## src/rtl/tag_pkg.sv

```systemverilog
// tag_pkg: shared constants, register codes and helpers for the transpose
// address generator. No dependencies.
package tag_pkg;

    localparam int MAX_RANK_DEF   = 8;
    localparam int INDEX_BITS_DEF = 32;
    localparam int DIM_BITS_DEF   = 8;

    // restoring division steps done in one pipeline stage
    localparam int DIGIT_STEPS = 8;

    localparam int CFG_ADDR_BITS = 3;
    localparam int CFG_DATA_BITS = 64;
    localparam int RANK_BITS     = 4;
    localparam int MAP_BITS      = 24;
    localparam int MAP_ENT_BITS  = 3;
    localparam int DIM_SLOT_BITS = 8;

    typedef enum logic [CFG_ADDR_BITS-1:0] {
        REG_SOURCE_RANK = 3'd0,
        REG_RESULT_RANK = 3'd1,
        REG_SOURCE_DIMS = 3'd2,
        REG_RESULT_DIMS = 3'd3,
        REG_AXIS_MAP    = 3'd4
    } cfg_reg_t;

    localparam logic [RANK_BITS-1:0]     RANK_RST = 4'd1;
    localparam logic [CFG_DATA_BITS-1:0] DIMS_RST = 64'h0101_0101_0101_0101;
    localparam logic [MAP_BITS-1:0]      MAP_RST  = 24'd0;

    // rank 0 reads as 1, anything above max_rank reads as max_rank
    function automatic logic [RANK_BITS-1:0] eff_rank(
        input logic [RANK_BITS-1:0] r,
        input logic [RANK_BITS-1:0] max_rank
    );
        logic [RANK_BITS-1:0] res;
        if (r == '0)
            res = RANK_BITS'(1);
        else if (r > max_rank)
            res = max_rank;
        else
            res = r;
        return res;
    endfunction

endpackage

```

## src/rtl/tag_div_stage.sv

```systemverilog
// tag_div_stage: one register stage of the mixed-radix split, DIGIT_STEPS bits of
// restoring division of the running index by one result axis length.
// Depends on tag_pkg.
module tag_div_stage
    import tag_pkg::*;
#(
    parameter int MAX_RANK = MAX_RANK_DEF,
    parameter int DIM_BITS = DIM_BITS_DEF,
    parameter int QUO_BITS = 32,
    parameter int AXIS     = 0,
    parameter bit LAST_SUB = 1'b0
)(
    input  logic                         clk,
    input  logic                         rst_n,
    input  logic                         en,
    input  logic                         active,
    input  logic [DIM_BITS-1:0]          dim,
    input  logic                         valid_in,
    input  logic [QUO_BITS-1:0]          quo_in,
    input  logic [DIM_BITS-1:0]          prem_in,
    input  logic [MAX_RANK*DIM_BITS-1:0] coords_in,
    output logic                         valid_out,
    output logic [QUO_BITS-1:0]          quo_out,
    output logic [DIM_BITS-1:0]          prem_out,
    output logic [MAX_RANK*DIM_BITS-1:0] coords_out
);

    logic                         valid_reg;
    logic [QUO_BITS-1:0]          quo_reg, quo_next;
    logic [DIM_BITS-1:0]          prem_reg, prem_next;
    logic [MAX_RANK*DIM_BITS-1:0] coords_reg, coords_next;
    logic [DIM_BITS:0]            trial;
    logic                         work;

    assign work = active && (dim != '0);

    always_comb
    begin
        quo_next    = quo_in;
        prem_next   = prem_in;
        coords_next = coords_in;
        trial       = '0;
        if (work)
        begin
            for (int step = 0; step < DIGIT_STEPS; step++)
            begin
                trial    = {prem_next, quo_next[QUO_BITS-1]};
                quo_next = {quo_next[QUO_BITS-2:0], 1'b0};
                if (trial >= {1'b0, dim})
                begin
                    trial       = trial - {1'b0, dim};
                    quo_next[0] = 1'b1;
                end
                prem_next = trial[DIM_BITS-1:0];
            end
            if (LAST_SUB)
            begin
                // remainder is this axis coordinate, start clean for the next axis
                coords_next[AXIS*DIM_BITS +: DIM_BITS] = prem_next;
                prem_next = '0;
            end
        end
    end

    always_ff @(posedge clk or negedge rst_n)
    begin
        if (!rst_n)
            valid_reg <= 1'b0;
        else if (en)
            valid_reg <= valid_in;
    end

    always_ff @(posedge clk)
    begin
        if (en)
        begin
            quo_reg    <= quo_next;
            prem_reg   <= prem_next;
            coords_reg <= coords_next;
        end
    end

    assign valid_out  = valid_reg;
    assign quo_out    = quo_reg;
    assign prem_out   = prem_reg;
    assign coords_out = coords_reg;

endmodule

```

## config.mk

```make
export PLATFORM = sky130hd
export DESIGN_NAME = tag_div_stage
export DESIGN_NICKNAME = d
export VERILOG_FILES = /design/src/rtl/tag_pkg.sv /design/src/rtl/tag_div_stage.sv
export SDC_FILE = /design/constraint.sdc
export NUM_CORES = 1
export LEC_CHECK = 0
export BUFFER_PORTS_ARGS = -buffer_cell sky130_fd_sc_hd__buf_4
export CORE_MARGIN = 10
export CORE_UTILIZATION = 57
export DETAILED_ROUTE_END_ITERATION = 12
export HOLD_SLACK_MARGIN = 0.12
export MAX_ROUTING_LAYER = met4
export PLACE_DENSITY = 0.87
export SLEW_MARGIN = 20
export SYNTH_ARGS = -nofsm -noshare
export SYNTH_HDL_FRONTEND = slang
export SYNTH_SLANG_ARGS = --single-unit
```

## constraint.sdc

```tcl
create_clock -name clk -period 1.12 [get_ports clk]
set_input_delay 0 -clock clk [delete_from_list [all_inputs] [get_ports clk]]
set_output_delay 0 -clock clk [all_outputs]
set_load 0.005 [all_outputs]
```

==> impl_metrics.yaml, run 1 <==
synth:
  synth-async-reset-ratio: 0.009524
  synth_top_cell_by_area: "edfxtp_1"
  synthFlopType: "edfxtp_1"
  syn_avg_cell_area_um2: 10.17
  synth_edf_count: 104
  synth_nets: 932
  synth-seq-cells: 105
  synth_seq_area_share: 0.4166
  netlist_instances: 743
  ys_warn_count: 0
  yosysUniqueCellTypes: 85
  synth_top_area_share: 0.4133
  synth.area.top_cells: "edfxtp_1, ha_1, nand2_1"
  netlist_area_um2: 7556
clock_network:
  clock-sinks: 105
  cts_hold_buf: 93
  h-tree-depth: 3
  cts_buffers: 9
  post_cts_resized: 213
  clockRootBuffer: "clkbuf_16"
  cts_setup_buffers: 116
  cts.path.max_buffers: 2
floorplan:
  die_h_um: 135.1
  rows: 42
  io_pins: 222
  start_util: 0.5751
  die-width_um: 135.1
outcome:
  outcome: "stopped before the end"
  lastStage: "clock tree synthesis"
  error: "[ERROR DPL-0038] Utilization greater than 100%, impossible to legalize"
placement:
  dp_hpwl_mm: 28.10
  placed_cell_area_um2: 11720
  numPortBuffers: 221
  routabilityCongestion: 1.043
-- synth_stat cells, types with 6 or more instances --
cell      instances
xor2_1           14
a21oi_1          34
o21ai_1           6
clkbuf_1          8
a21o_1           27
nor2_1           25
mux2i_1           9
nor4_1            6
and3_1            9
o211ai_1          7
inv_1            49
ha_1             64
xnor2_1          18
nand4_1           8
or2_2             7
o21a_1           10
fa_1              8
o21ai_0          50
nand3_1          11
a21boi_0          9
edfxtp_1        104
a31oi_1           8
nor3_1            8
nor2b_1          12
and2_1           10
nand2_1         113
-- through the flow --
step                cells  hold slack (ns)  setup TNS, ns    util  worst slack (ns)
global placement     1385          -0.2248        -166.82  0.8920            -13.14
floorplan             743          -0.2956        -155.84       -            -13.11
detailed placement   1385          -0.2181        -178.30  0.8920            -14.06
-- cell families after synthesis --
| group | after synthesis | synth area share |
|---|---|---|
| AOI/OAI and AO/OA | 224 | 0.2176 |
| xor gates and xnor gates | 32 | 0.03709 |
| adders and majority gates | 72 | 0.1272 |
| buffers and inverters | 64 | 0.03527 |
| DFF | 105 | 0.4166 |
| muxes | 13 | 0.01838 |
| and+or+nand+nor | 233 | 0.1479 |
==> inputs of run 2 (changes only) <==
--- a/config.mk
+++ b/config.mk
@@ -7,11 +7,9 @@
 export LEC_CHECK = 0
 export BUFFER_PORTS_ARGS = -buffer_cell sky130_fd_sc_hd__buf_4
 export CORE_MARGIN = 10
-export CORE_UTILIZATION = 57
+export CORE_UTILIZATION = 40
 export DETAILED_ROUTE_END_ITERATION = 12
-export HOLD_SLACK_MARGIN = 0.12
-export MAX_ROUTING_LAYER = met4
-export PLACE_DENSITY = 0.87
+export PLACE_DENSITY_LB_ADDON = 0.15
 export SLEW_MARGIN = 20
 export SYNTH_ARGS = -nofsm -noshare
 export SYNTH_HDL_FRONTEND = slang
==> run 2 against run 1 <==
The flow now finishes, with violations (negative setup slack). Synthesized area is the same. Synthesized cell count is the same.
==> impl_metrics.yaml, run 2 <==
sta:
  max_freq_mhz: 71.82
  min_period_ns: 13.92
  skew_ns: 0
  slew-limit-headroom: 0.5639
  setup-violations-final: 39
  fin_ws_ns: -12.80
  finalHoldViolations: 0
  tightest_slew_ns: 0.6502
  period_share: 12.43
  report.final.slew_viol_count: 0
  grt_setup_unrepaired: "yes"
run:
  maxCapViolCount: 0
clock_network:
  clockRootBuffer: "clkbuf_16"
  cts.path.max_buffers: 2
  cts_buffers: 9
  h-tree-depth: 3
  clkLatencyLatePin_ns: 0.35
  cts_tree: "done"
  clk_pin_slew_ns: 0.09
  clock-sinks: 105
grt:
  grt_usage: 0.2889
  grt_max_degree: 39
  overflow: 0
  grt_pass1_vias: 9527
  grt_pass1_wl_mm: 55.08
  grt_antenna_before_repair: 0
outcome:
  failed_checks: "negative setup slack"
  outcome: "complete, but fails checks"
synth:
  netlist_instances: 743
  synth-seq-cells: 105
  netlist_area_um2: 7556
  synth_top_area_share: 0.4133
  synth_top_cell_by_area: "edfxtp_1"
  synthFlopType: "edfxtp_1"
  synth-async-reset-ratio: 0.009524
  ys_warn_count: 0
  ys_top_cells_by_count: "nand2_1, edfxtp_1, ha_1"
  yosysMostFrequentCell: "nand2_1"
  syn_avg_cell_area_um2: 10.17
  yosysUniqueCellTypes: 85
  synth.area.top_cells: "edfxtp_1, ha_1, nand2_1"
  synth_seq_area_share: 0.4166
  synth_nets: 932
  synth_edf_count: 104
finish:
  postLayoutCoreUtil: 0.7971
  largest_reg_flops: 64
  multi_input_area_um2: 5170
  layout_common_cells: "buf_4, edfxtp_1, nand2_1, dlygate4sd3_1, ha_1"
  num_antenna_cells: 0
  final_layout_size_suffix_gt1_frac: 0.5634
  syn_to_final_growth_pct: 96.67
  layout_commonest_cell: "buf_4"
  seq_area_um2: 3148
  nFillCells: 1112
  fin_cells: 1686
  finalNetCount: 1636
worst_setup_path:
  worstSetupPathType: "in -> reg"
  cp_slowest_stage_delay_ns: 0.34
  crit_path_frequent_cell: "o21ai_2"
  end_kind: "register"
  ff2ff_setup_slack_ns: 0.32
  cp.arrival_ns: 13.96
  worstSetupEndpoint: "prem_out[5]$_DFFE_PP_"
  ff2ff_path_depth: 1
  startpoint: "dim[1]"
  crit_required_ns: 1.16
  cp_max_fo: 6
  r2r_start: "valid_out$_DFFE_PN0P_"
  critPathSlowestCell: "ha_4"
  cp-start-kind: "input pin"
  r2r_end: "valid_out$_DFFE_PN0P_"
floorplan:
  coreArea_um2: 18640
  die_h_um: 157.4
  die-width_um: 157.4
  io_pins: 222
  start_util: 0.4053
  rows: 50
  dieArea_um2: 24790
route:
  drt_iter0_drc: 737
  wirelength_mm: 38.80
  postRouteAntennaNets: 0
  first_pass_iters: 5
  routed_via_density: 5.505
  wl_per_cell_um: 23.01
  remaining_drc_errors: 0
  vias: 9281
placement:
  dp_cells: 1465
  pre_cts_ws_ns: -13.73
  dp_hpwl_mm: 25.21
  routabilityCongestion: 0.9610
  numPortBuffers: 221
hold_path:
  hold_class: "in -> reg"
==> run 2: cell counts after synthesis <==
Identical to the previous run, type by type.
==> run 2: kinds of logic (layout without fill, tap and decap cells) <==
| group | after synthesis | after routing | synth area share |
|---|---|---|---|
| xor+xnor | 32 | 32 | 0.03709 |
| simple gates | 233 | 236 | 0.1479 |
| mux | 13 | 13 | 0.01838 |
| flops | 105 | 105 | 0.4166 |
| compound gates | 224 | 224 | 0.2176 |
| fa+ha+maj | 72 | 72 | 0.1272 |
| buf+inv | 64 | 770 | 0.03527 |
==> run 2: layout make-up <==
cell class | instances | area share
repair buffers | 705 | 0.3860
well taps | 234 | 0.01970
clock buffers | 9 | 0.01516
multi-input cells | 577 | 0.3479
flip-flops and latches | 105 | 0.2118
clock inverters | 7 | 0.005473
inverters | 49 | 0.01389
==> run 2: metrics by stage <==
step	area [um^2]	hold WS [ns]	setup TNS, ns
after floorplan	7961	-0.2956	-155.84
after global placement	11940	-0.2245	-176.31
after detailed placement	11940	-0.2235	-178.15
after CTS	14270	0.02836	-148.05
after global routing	14860	0.03353	-162.50
final	14860	0.04410	-153.42
==> run 2: critical path: cells and delay by family <==
kind / cells / cell delay [ns]
compound gates: 49 / 8.02
fa+ha+maj: 8 / 1.75
buf+inv: 10 / 1.01
mux: 2 / 0.64
simple gates: 18 / 2.52
==> run 2: what timing repair did <==
action | CTS | global route
pin swaps | 93 | 54
gates cloned | 3 | 1
endpoints found under the setup margin | 40 | 40
endpoints found under the hold margin | 96 | 0
setup buffers | 87 | 32
hold buffers | 91 | 0
resized for setup | 94 | 80
==> run 2: how the worst min path moves through the flow <==
stage	cells after the start	startpoint	end	slack (ns)
detailed placement	1	rst_n	valid_out$_DFFE_PN0P_	-0.22
CTS	1	en	coords_out[45]$_DFFE_PP_	0.03
global placement	1	rst_n	valid_out$_DFFE_PN0P_	-0.22
global route	1	en	coords_out[26]$_DFFE_PP_	0.03
finish	1	en	coords_out[34]$_DFFE_PP_	0.04
floorplan	0	rst_n	valid_out$_DFFE_PN0P_	-0.30
==> run 2: layer usage <==
layer  global-route usage  vias up  routed length, um
met2               0.5142      507              19090
met5                    0        -                  0
met4               0.1233        0               2003
li1                     -     4206                  -
met1               0.3279     4435              14430
met3              0.05868      133               3278
Power of run 2 is not shown: default switching activity piles up to over one toggle a cycle in this logic, so the estimate is an artifact.
